## src/hdl/assert_macros.svh

```systemverilog
// Assertion helpers used by spd_queue. Every macro samples on clk_i and is
// disabled while rst_ni is low.
`ifndef ASSERT_MACROS_SVH
`define ASSERT_MACROS_SVH

// A property that must hold at every clock edge.
`define SPD_ASSERT(lbl, prop) \
  lbl: assert property (@(posedge clk_i) disable iff (!rst_ni) (prop)) \
    else $error("assertion failed");

// An implication that must hold in the same cycle.
`define SPD_ASSERT_IMPL(lbl, ante, cons) \
  lbl: assert property (@(posedge clk_i) disable iff (!rst_ni) (ante) |-> (cons)) \
    else $error("assertion failed");

// An implication that must hold in the following cycle.
`define SPD_ASSERT_NEXT(lbl, ante, cons) \
  lbl: assert property (@(posedge clk_i) disable iff (!rst_ni) (ante) |=> (cons)) \
    else $error("assertion failed");

`endif

```

## src/hdl/spd_pkg.sv

```systemverilog
package spd_pkg;

  localparam int SPD_MAX_PAYLOAD = 32;
  localparam int NUM_KINDS       = 4;
  localparam int LEN_W           = 7;
  localparam int IDX_MAX_W       = 6;
  localparam int CFG_IDX_W       = 3;

  localparam logic [7:0] SYNC_FIRST  = 8'h2A;
  localparam logic [7:0] SYNC_SECOND = 8'h40;

  localparam logic [CFG_IDX_W-1:0] REG_CODE_KIND0 = 3'd0;
  localparam logic [CFG_IDX_W-1:0] REG_CODE_KIND3 = 3'd3;
  localparam logic [CFG_IDX_W-1:0] REG_LEN_KIND0  = 3'd4;
  localparam logic [CFG_IDX_W-1:0] REG_LEN_KIND3  = 3'd7;

  localparam logic [NUM_KINDS-1:0][7:0] CODE_RST = {8'd4, 8'd3, 8'd2, 8'd1};
  localparam logic [NUM_KINDS-1:0][5:0] LEN_RST  = {6'd4, 6'd4, 6'd4, 6'd8};

  typedef struct packed {
    logic [1:0]       kind;
    logic [LEN_W-1:0] len;
    logic             bank;
  } spd_cmd_t;

  typedef struct packed {
    logic                 en;
    logic                 bank;
    logic [IDX_MAX_W-1:0] idx;
    logic [7:0]           data;
  } spd_wr_t;

endpackage

```

## src/hdl/spd_front.sv

```systemverilog
module spd_front
  import spd_pkg::*;
#(
  parameter int MAX_PAYLOAD = SPD_MAX_PAYLOAD
) (
  input  logic                 clk_i,
  input  logic                 rst_ni,
  input  logic                 cfg_we_i,
  input  logic [CFG_IDX_W-1:0] cfg_index_i,
  input  logic [7:0]           cfg_wdata_i,
  input  logic                 in_valid_i,
  input  logic [7:0]           in_byte_i,
  output logic                 in_ready_o,
  input  logic                 q_full_i,
  output logic                 push_o,
  output spd_cmd_t             cmd_o,
  output spd_wr_t              wr_o
);

  localparam int CNT_W = $clog2(MAX_PAYLOAD + 1);

  localparam logic [1:0] PH_HUNT  = 2'd0;
  localparam logic [1:0] PH_SYNC2 = 2'd1;
  localparam logic [1:0] PH_CODE  = 2'd2;
  localparam logic [1:0] PH_BODY  = 2'd3;

  logic [NUM_KINDS-1:0][7:0] code_q;
  logic [NUM_KINDS-1:0][5:0] len_q;

  logic [1:0]       phase_q, phase_d;
  logic [1:0]       kind_q, kind_d;
  logic [CNT_W-1:0] exp_len_q, exp_len_d;
  logic [CNT_W-1:0] seen_q, seen_d;
  logic [7:0]       sum_q, sum_d;
  logic             bank_q, bank_d;

  logic             accept;
  logic             hit;
  logic [1:0]       hit_kind;
  logic [5:0]       sel_len;
  logic [CNT_W-1:0] sat_len;
  logic             body_more;

  assign in_ready_o = !q_full_i;
  assign accept     = in_valid_i && in_ready_o;
  assign body_more  = seen_q < exp_len_q;

  // The lowest kind number wins when several codes match.
  always_comb begin
    hit      = 1'b0;
    hit_kind = 2'd0;
    for (int k = NUM_KINDS - 1; k >= 0; k--) begin
      if (code_q[k] == in_byte_i) begin
        hit      = 1'b1;
        hit_kind = 2'(k);
      end
    end
  end

  assign sel_len = len_q[hit_kind];

  always_comb begin
    if ({1'b0, sel_len} > 7'(MAX_PAYLOAD)) begin
      sat_len = CNT_W'(MAX_PAYLOAD);
    end else begin
      sat_len = CNT_W'(sel_len);
    end
  end

  always_comb begin
    phase_d   = phase_q;
    kind_d    = kind_q;
    exp_len_d = exp_len_q;
    seen_d    = seen_q;
    sum_d     = sum_q;
    bank_d    = bank_q;
    push_o    = 1'b0;
    if (accept) begin
      case (phase_q)
        PH_HUNT: begin
          if (in_byte_i == SYNC_FIRST) begin
            phase_d = PH_SYNC2;
          end
        end
        PH_SYNC2: begin
          phase_d = (in_byte_i == SYNC_SECOND) ? PH_CODE : PH_HUNT;
        end
        PH_CODE: begin
          phase_d = PH_HUNT;
          if (hit) begin
            kind_d    = hit_kind;
            exp_len_d = sat_len;
            seen_d    = '0;
            sum_d     = in_byte_i;
            phase_d   = PH_BODY;
          end
        end
        default: begin
          if (body_more) begin
            sum_d  = sum_q + in_byte_i;
            seen_d = seen_q + CNT_W'(1);
          end else begin
            phase_d = PH_HUNT;
            if (in_byte_i == sum_q && seen_q != '0) begin
              push_o = 1'b1;
              bank_d = !bank_q;
            end
          end
        end
      endcase
    end
  end

  assign wr_o.en   = accept && (phase_q == PH_BODY) && body_more;
  assign wr_o.bank = bank_q;
  assign wr_o.idx  = IDX_MAX_W'(seen_q);
  assign wr_o.data = in_byte_i;

  assign cmd_o.kind = kind_q;
  assign cmd_o.len  = LEN_W'(seen_q);
  assign cmd_o.bank = bank_q;

  always_ff @(posedge clk_i or negedge rst_ni) begin
    if (!rst_ni) begin
      code_q    <= CODE_RST;
      len_q     <= LEN_RST;
      phase_q   <= PH_HUNT;
      kind_q    <= '0;
      exp_len_q <= '0;
      seen_q    <= '0;
      sum_q     <= '0;
      bank_q    <= 1'b0;
    end else begin
      if (cfg_we_i) begin
        if (cfg_index_i >= REG_CODE_KIND0 && cfg_index_i <= REG_CODE_KIND3) begin
          code_q[cfg_index_i[1:0]] <= cfg_wdata_i;
        end else if (cfg_index_i >= REG_LEN_KIND0 && cfg_index_i <= REG_LEN_KIND3) begin
          len_q[cfg_index_i[1:0]] <= cfg_wdata_i[5:0];
        end
      end
      phase_q   <= phase_d;
      kind_q    <= kind_d;
      exp_len_q <= exp_len_d;
      seen_q    <= seen_d;
      sum_q     <= sum_d;
      bank_q    <= bank_d;
    end
  end

endmodule

```

## src/hdl/spd_queue.sv

```systemverilog
`include "assert_macros.svh"

module spd_queue
  import spd_pkg::*;
(
  input  logic     clk_i,
  input  logic     rst_ni,
  input  logic     push_i,
  input  spd_cmd_t cmd_i,
  output logic     full_o,
  input  logic     pop_i,
  output logic     valid_o,
  output spd_cmd_t cmd_o
);

  // One entry per payload bank, so a full queue means both banks are taken.
  spd_cmd_t   entry_q [2];
  logic       wr_ptr_q, rd_ptr_q;
  logic [1:0] cnt_q, cnt_d;

  assign full_o  = (cnt_q == 2'd2);
  assign valid_o = (cnt_q != 2'd0);
  assign cmd_o   = entry_q[rd_ptr_q];

  always_comb begin
    cnt_d = cnt_q;
    if (push_i && !pop_i) begin
      cnt_d = cnt_q + 2'd1;
    end else if (pop_i && !push_i) begin
      cnt_d = cnt_q - 2'd1;
    end
  end

  always_ff @(posedge clk_i) begin
    if (push_i) begin
      entry_q[wr_ptr_q] <= cmd_i;
    end
  end

  always_ff @(posedge clk_i or negedge rst_ni) begin
    if (!rst_ni) begin
      wr_ptr_q <= 1'b0;
      rd_ptr_q <= 1'b0;
      cnt_q    <= 2'd0;
    end else begin
      if (push_i) begin
        wr_ptr_q <= !wr_ptr_q;
      end
      if (pop_i) begin
        rd_ptr_q <= !rd_ptr_q;
      end
      cnt_q <= cnt_d;
    end
  end

  `SPD_ASSERT_IMPL(a_no_overflow, push_i, !full_o)
  `SPD_ASSERT_IMPL(a_no_underflow, pop_i, valid_o)
  `SPD_ASSERT(a_cnt_range, cnt_q != 2'd3)
  `SPD_ASSERT_NEXT(a_ptr_gap, cnt_q == 2'd0 && !push_i, wr_ptr_q == rd_ptr_q)

endmodule

```

## src/hdl/spd_back.sv

```systemverilog
module spd_back
  import spd_pkg::*;
#(
  parameter int MAX_PAYLOAD = SPD_MAX_PAYLOAD
) (
  input  logic       clk_i,
  input  logic       rst_ni,
  input  spd_wr_t    wr_i,
  input  logic       q_valid_i,
  input  spd_cmd_t   cmd_i,
  output logic       pop_o,
  output logic       out_valid_o,
  input  logic       out_ready_i,
  output logic [1:0] out_kind_o,
  output logic [7:0] out_byte_o,
  output logic [4:0] out_index_o,
  output logic       out_last_o
);

  localparam int IDX_W     = (MAX_PAYLOAD > 1) ? $clog2(MAX_PAYLOAD) : 1;
  localparam int CNT_W     = $clog2(MAX_PAYLOAD + 1);
  localparam int MEM_DEPTH = 2 * (2 ** IDX_W);
  localparam int ADDR_W    = IDX_W + 1;

  logic [7:0] mem_q [MEM_DEPTH];
  logic [7:0] rd_data_q;

  logic             pend_q, pend_d;
  logic [CNT_W-1:0] idx_q, idx_d;
  logic             valid_q, valid_d;

  logic             issue;
  logic             load;
  logic             is_last;
  logic [LEN_W-1:0] idx_ext;
  logic [ADDR_W-1:0] wr_addr, rd_addr;

  assign wr_addr = {wr_i.bank, wr_i.idx[IDX_W-1:0]};
  assign rd_addr = {cmd_i.bank, idx_q[IDX_W-1:0]};

  // A read is issued into rd_data_q, then moved into the output register once it is empty or being taken.
  assign issue   = q_valid_i && !pend_q;
  assign load    = pend_q && (!valid_q || out_ready_i);
  assign idx_ext = LEN_W'(idx_q);
  assign is_last = (idx_ext + LEN_W'(1)) == cmd_i.len;
  assign pop_o   = load && is_last;

  always_ff @(posedge clk_i) begin
    if (wr_i.en) begin
      mem_q[wr_addr] <= wr_i.data;
    end
    if (issue) begin
      rd_data_q <= mem_q[rd_addr];
    end
  end

  always_comb begin
    pend_d  = pend_q;
    idx_d   = idx_q;
    valid_d = valid_q;
    if (out_ready_i) begin
      valid_d = 1'b0;
    end
    if (issue) begin
      pend_d = 1'b1;
    end
    if (load) begin
      pend_d  = 1'b0;
      valid_d = 1'b1;
      idx_d   = is_last ? '0 : idx_q + CNT_W'(1);
    end
  end

  always_ff @(posedge clk_i) begin
    if (load) begin
      out_kind_o  <= cmd_i.kind;
      out_byte_o  <= rd_data_q;
      out_index_o <= idx_ext[4:0];
      out_last_o  <= is_last;
    end
  end

  always_ff @(posedge clk_i or negedge rst_ni) begin
    if (!rst_ni) begin
      pend_q  <= 1'b0;
      idx_q   <= '0;
      valid_q <= 1'b0;
    end else begin
      pend_q  <= pend_d;
      idx_q   <= idx_d;
      valid_q <= valid_d;
    end
  end

  assign out_valid_o = valid_q;

endmodule

```

## src/hdl/serial_packet_deframer.sv

```systemverilog
// After the checksum byte is accepted, the frame is queued, read from the store and loaded out.
// Input: one byte per cycle; s_axis_tready drops only while two verified frames wait.
// Output: each payload item is read from the registered payload store and then loaded
// into the output register; the next read is issued only after that load.
// Reset: control state clears and the codes and lengths return to their defaults;
// the payload store is not cleared.
module serial_packet_deframer
  import spd_pkg::*;
#(
  parameter int MAX_PAYLOAD = SPD_MAX_PAYLOAD
) (
  input  logic                 clk_i,
  input  logic                 rst_ni,
  input  logic                 cfg_we_i,
  input  logic [CFG_IDX_W-1:0] cfg_index_i,
  input  logic [7:0]           cfg_wdata_i,
  input  logic                 s_axis_tvalid,
  output logic                 s_axis_tready,
  // tdata: rx_byte[7:0]
  input  logic [7:0]           s_axis_tdata,
  output logic                 m_axis_tvalid,
  input  logic                 m_axis_tready,
  // tdata: payload_byte[7:0], byte_index[12:8], zero[15:13]
  output logic [15:0]          m_axis_tdata,
  // tuser: packet_kind[1:0]
  output logic [1:0]           m_axis_tuser,
  output logic                 m_axis_tlast
);

  spd_cmd_t   push_cmd, head_cmd;
  spd_wr_t    wr;
  logic       push, pop, q_full, q_valid;
  logic [7:0] out_byte;
  logic [4:0] out_index;

  spd_front #(
    .MAX_PAYLOAD(MAX_PAYLOAD)
  ) u_front (
    .clk_i      (clk_i),
    .rst_ni     (rst_ni),
    .cfg_we_i   (cfg_we_i),
    .cfg_index_i(cfg_index_i),
    .cfg_wdata_i(cfg_wdata_i),
    .in_valid_i (s_axis_tvalid),
    .in_byte_i  (s_axis_tdata),
    .in_ready_o (s_axis_tready),
    .q_full_i   (q_full),
    .push_o     (push),
    .cmd_o      (push_cmd),
    .wr_o       (wr)
  );

  spd_queue u_queue (
    .clk_i  (clk_i),
    .rst_ni (rst_ni),
    .push_i (push),
    .cmd_i  (push_cmd),
    .full_o (q_full),
    .pop_i  (pop),
    .valid_o(q_valid),
    .cmd_o  (head_cmd)
  );

  spd_back #(
    .MAX_PAYLOAD(MAX_PAYLOAD)
  ) u_back (
    .clk_i      (clk_i),
    .rst_ni     (rst_ni),
    .wr_i       (wr),
    .q_valid_i  (q_valid),
    .cmd_i      (head_cmd),
    .pop_o      (pop),
    .out_valid_o(m_axis_tvalid),
    .out_ready_i(m_axis_tready),
    .out_kind_o (m_axis_tuser),
    .out_byte_o (out_byte),
    .out_index_o(out_index),
    .out_last_o (m_axis_tlast)
  );

  assign m_axis_tdata = {3'b000, out_index, out_byte};

endmodule
```

## config.mk

```make
export PLATFORM = sky130hd
export DESIGN_NAME = serial_packet_deframer
export DESIGN_NICKNAME = d
export VERILOG_FILES = /design/src/hdl/spd_pkg.sv /design/src/hdl/spd_front.sv /design/src/hdl/spd_queue.sv /design/src/hdl/spd_back.sv /design/src/hdl/serial_packet_deframer.sv
export VERILOG_INCLUDE_DIRS = /design/src /design/src/hdl
export SDC_FILE = /design/constraint.sdc
export NUM_CORES = 1
export LEC_CHECK = 0
export BUFFER_PORTS_ARGS = -buffer_cell sky130_fd_sc_hd__buf_2
export CAP_MARGIN = 15
export CORE_UTILIZATION = 55
export CTS_BUF_LIST = sky130_fd_sc_hd__clkbuf_8
export DETAILED_ROUTE_END_ITERATION = 8
export GPL_TIMING_DRIVEN = 0
export PLACE_DENSITY_LB_ADDON = 0.25
export SLEW_MARGIN = 30
export SYNTH_ARGS = -nofsm -noshare
export SYNTH_HDL_FRONTEND = slang
export SYNTH_SLANG_ARGS = --single-unit
```

## constraint.sdc

```tcl
create_clock -name clk_i -period 2.8 [get_ports clk_i]
set_clock_uncertainty 0.15 [all_clocks]
set_input_delay 0.56 -clock clk_i [delete_from_list [all_inputs] [get_ports clk_i]]
set_output_delay 0.56 -clock clk_i [all_outputs]
set_load 0.03 [all_outputs]
```

# After elaboration in Yosys (flattened, before gate mapping)

Memories as Yosys holds them, arrays and structs flattened. A register that Yosys moved wholly into a read port is not among the register bits.
Cells that the tools add are included.
W data, S select, Z words.

Bits in registers: 109
Memory bits (writable): 530
Output and inout port bits: 21
Logic and storage cells: 139
Memories: 2

Add/subtract/negate cells: 6
Magnitude comparators: 9
Equality and inequality tests: 15
Muxes and demuxes: 43
Bitwise operators: 4
Reductions and logical operators: 36

Memories:

| memory          | words | width | read ports | clocked after memory_dff | wr ports | RTL line        | source |
|---|---|---|---|---|---|---|---|
| u_back.mem_q    | 64    | 8     | 1          | 1                        | 1        | spd_back.sv:25  | `logic [7:0] mem_q [MEM_DEPTH];` |
| u_queue.entry_q | 2     | 9     | 1          | 0                        | 1        | spd_queue.sv:17 | `spd_cmd_t entry_q [2];` |

Operator list:

| operator              | number |
|---|---|
| $eq A8 B8 Y1          | 5 |
| $mux W6               | 6 |
| $bwmux W32            | 1 |
| $bwmux W24            | 1 |
| $mux W8               | 3 |
| $mux W2               | 10 |
| $demux W8 S2          | 1 |
| $mux W1               | 16 |
| $pmux W8 S2           | 1 |
| $add A6 B1 Y6 const B | 2 |
| $bmux W6 S2           | 1 |
| $demux W6 S2          | 1 |
| $logic_and A1 B1 Y1   | 12 |
| $pmux W6 S2           | 1 |
| $reduce_bool A2 Y1    | 5 |
| $reduce_and A3 Y1     | 3 |
| $add A8 B8 Y8         | 1 |
| $eq A8 B6 Y1 const B  | 1 |
| $eq A8 B7 Y1 const B  | 1 |
| $logic_not A1 Y1      | 8 |
| $reduce_and A4 Y1     | 2 |
| $add A6 B1 Y7 const B | 1 |
| $eq A7 B7 Y1          | 1 |
| $eq A2 B2 Y1 const B  | 3 |
| 21 further kinds      | 26 |

# Longest topological paths before layout

Depth after elaboration: 10
Mapped depth: 12
Depth with buffers taken out: 11

# Hierarchy

A second synthesis with hierarchy kept.

Cell total of the unflattened synthesis: 1,485
Area, all modules: 26,922.1 um^2

Modules (own cells, without submodules):

| module                 | instances | cells each | area an instance (um^2) | sequential area each (um^2) |
|---|---|---|---|---|
| spd_back               | 1         | 1,014      | 21,249.1                | 16,295.6 |
| spd_front              | 1         | 420        | 4,697.0                 | 2,038.2 |
| spd_queue              | 1         | 47         | 949.7                   | 700.7 |
| serial_packet_deframer | 1         | 4          | 26.3                    | 0.0 |

# Worst setup path before layout

Ideal clock, no wire load.

Path kind: register to register
Start: register u_back.idx_q[0]
End: register u_back.rd_data_q[5], read port of u_back.mem_q (data pin)
Library setup time: 272 ps
Arrival time: 2,380 ps
Data required time: 2,378 ps
Slack: -2 ps
Stages on the path, launching flop included: 7
Buffers on the path: 3
Period minus slack after synthesis: 2,802 ps
Path through: dfrtp_1 clkbuf_1 buf_6 buf_2 mux4_2 mux4_2 mux4_2

RTL lines:

| element                | RTL line       | source |
|---|---|---|
| start, declared        | spd_back.sv:29 | `logic [CNT_W-1:0] idx_q, idx_d;` |
| start signal, assigned | spd_back.sv:90 | `idx_q <= idx_d;` |
| end, declared          | spd_back.sv:26 | `logic [7:0] rd_data_q;` |

==> metrics.txt <==
Wirelength per Cell=26.2 um; outcome=complete, but fails checks; RSZ-0062 raised after global routing=true; Combinational Power Share=0.036; DR pass1 iterations=7; crit path from=u_back.idx_q[0]; final setup vio count=8; Clock Path Buffers=3; Crit path arrival time=3.19 ns; die height=220 um; grt total ovfl=0; setup slack at placement=-1.31 ns; Worst-Skew Late Latency=0.69 ns; Tcrit/Tclk final=1.04; total number of yosys warnings=0; Ports=45; hpwl dp=35.3 mm; Flop pwr share=0.576; vias in the first global route=13,600; pwr dens=605 mW/mm^2; Post-synth ARST share=0.144; Final Util=0.661; Synth Flop Type=edfxtp_1; worst r2r src=u_back.idx_q[0]; FP Rows=79; CTS Buf Count=101; Clock power frac=0.388; CP startpoint kind=register; worst relative slew slack=0.311; Switching Fraction=0.217; max incr delay on CP=0.55 ns; Switch Pwr=4.05 mW; vias post-DR=13,600; maximum VDD drop=0.503 mV; IO buf count=38; Tot GR Track Use=0.242; initial antenna violation count=1; fmax=343 MHz; Critical Path Slowest Stage Cell=mux4_2; EDFF count, synth=554; CORE AREA=0.0468 mm^2; Top cell by count, worst path=mux4_2; CTS H-tree lvls=3; min Tclk post-route=2.91 ns; post-synthesis cell type count=57; failing checks=DRC, setup timing; Max FO, Critical Path=10; register area share after synthesis=0.724; #FFs+latches synth=647; Clock Sinks=647; Internal=14.6 mW; Worst Min Path Start=s_axis_tdata[4]; Data required, critical path=3.08 ns; Routability Congestion=0.842; Avg Cell Area, Syn=19.8 um^2; worst setup margin=-0.115 ns; worst-margin pin slew=1.03 ns; layout cells sized above 1=0.384; DRT iter0 DRCs=1,363; Die W=220 um; via/cell ratio=6.17; synthesized instance count=1,324; Min-Delay Path Class=in -> reg; area delta synth->final=17.8%; ANT cells=0; Worst Hold Slack=0.0878 ns; clock-pin slew on the worst setup and hold paths=0.06 ns; Initial Util=0.561; Post-Route WL=57.9 mm; CP Class=reg -> reg; global-route wire length before repair=84.6 mm; CP delay by family, top=multiplexers; worst path buffer plus inverter count=3; Final Max Tran Viols=0; CTS root buffer=clkbuf_8; critical-path cell list=buf_8, buf_12, buf_12, mux4_2, mux4_2, mux4_2; CTS tree=built; Critical Path Sink Type=register; setup TNS=-0.747 ns; DRC violations left=6; Max Cap Viol=0; die area=0.0485 mm^2; Pleak=10.4 nW; Mapped Area=0.0262 mm^2; largest net degree at the start of global routing=67; antenna-violating nets left=0; # nets final=1,570; Final Hold Vio Count=0; Fillers=3,017
## worst register-to-register path, cell delays in order (launching register included)
cell	delay, ns
dfrtp_1	0.39
buf_8	0.17
buf_12	0.17
buf_12	0.17
mux4_2	0.55
mux4_2	0.55
mux4_2	0.53
## cells in the mapped netlist, types with 15 or more instances
cell | n | share of area
buf_2 | 15 | 0.0029
clkbuf_1 | 22 | 0.0031
dfrtp_1 | 84 | 0.080
edfxtp_1 | 554 | 0.63
ha_1 | 16 | 0.0076
inv_1 | 18 | 0.0026
mux2_2 | 64 | 0.027
mux2i_1 | 17 | 0.0065
mux4_2 | 168 | 0.14
nand2_1 | 38 | 0.0054
nand3_1 | 17 | 0.0032
nor2_1 | 86 | 0.012
o21ai_0 | 17 | 0.0032
xnor2_1 | 25 | 0.0084
xor2_1 | 26 | 0.0087
## through the flow
step,area [um^2],total power [mW],std cells
4_1_cts,30500,18.8,2196
6_report,30900,18.7,2212
2_1_floorplan,26200,11.3,1326
3_3_place_gp,27200,11.6,1971
5_1_grt,30900,19.3,2212
3_5_place_dp,27300,11.6,1972
## metal layers
layer	part of all wire	global-route usage	wire length, um
met5	0.00022	0	13
met4	0.029	0.0963	1710
met3	0.073	0.0408	4250
met2	0.49	0.383	28500
met1	0.40	0.339	23400
## power groups by stage
stage          combinational, mW  clock (mW)  sequential [mW]
2_1_floorplan              0.388           0             10.9
3_3_place_gp               0.606           0             11.0
3_5_place_dp               0.643           0             11.0
4_1_cts                    0.666        7.35             10.8
5_1_grt                    0.740        7.79             10.8
6_report                   0.669        7.25             10.8
## cell usage in the layout (no fill, tap or decap), types with 9 or more instances in the layout
master    netlist  final
clkinv_1        0     16
nor2_4          0     67
clkinv_2        0     10
nand3_1        17     13
edfxtp_1      554    554
o31ai_1         9      9
dfstp_2         9      9
nor2_1         86     19
inv_1          18     57
o21ai_0        17     17
ha_1           16     15
xnor2_1        25     25
clkbuf_1       22     12
clkbuf_8        0    109
buf_12          0     35
buf_2          15     37
mux2i_1        17     12
mux4_2        168    168
buf_4           7     45
dfrtp_1        84     80
nand2b_1       10     10
nand2_1        38     34
mux2_2         64     64
xor2_1         26     24
a21oi_1        14     13
## cells by family (layout without fill, tap and decap cells)
logic type	Yosys count	in the layout	synth area share
compound gates	75	75	0.0193
other cells	1	3	0.000143
buf+inv	80	359	0.0149
flops	647	647	0.724
xor+xnor	51	51	0.0170
fa+ha+maj	17	17	0.00840
simple gates	203	203	0.0378
mux	250	250	0.179
## sequential cells by signal, indices dropped and copies added (netlist names), 2 cells and up
| signal | cells |
|---|---|
| u_back.mem_q | 512 |
| u_front.code_q | 32 |
| u_front.len_q | 24 |
| u_queue.entry_q | 18 |
| u_back.out_byte_o | 8 |
| u_back.rd_data_q | 8 |
| u_front.sum_q | 8 |
| u_back.idx_q | 6 |
| u_front.exp_len_q | 6 |
| u_front.seen_q | 6 |
| u_back.out_index_o | 5 |
| u_back.out_kind_o | 2 |
| u_front.kind_q | 2 |
| u_front.phase_q | 2 |
| u_queue.cnt_q | 2 |
## area by class of cell
cell class / instances / area (um^2) / share of cell area
sequential: 647 / 19000 / 0.614
clock buffer: 106 / 1460 / 0.0472
multi-input combinational: 599 / 7600 / 0.246
tap: 607 / 759 / 0.0246
clock inverter: 73 / 378 / 0.0122
buffer: 60 / 509 / 0.0165
timing repair buffer: 102 / 1140 / 0.0368
inverter: 18 / 67.6 / 0.00219
## path summary, 6_finish.rpt
kind	to	slack [ns]	cells after the start
max	u_back.rd_data_q[1]	-0.11	6
min	u_back.mem_q[22][4]	0.09	1
max reg2reg	u_back.rd_data_q[1]	-0.11	6
min reg2reg	u_back.out_byte_o[1]	0.27	0
max in group asynchronous	u_front.len_q[8]	1.61	3
min in group asynchronous	u_front.code_q[14]	0.24	2
## timing repair
item | in CTS | in global routing
cloned | 0 | 2
buffers inserted | 42 | 15
gates resized for setup | 235 | 32
endpoints found under the hold margin | 56 | 0
endpoints found under the setup margin | 568 | 429
hold buffers | 4 | 0
pin swaps | 25 | 15
Note: power is estimated with default switching activity, not from simulation.
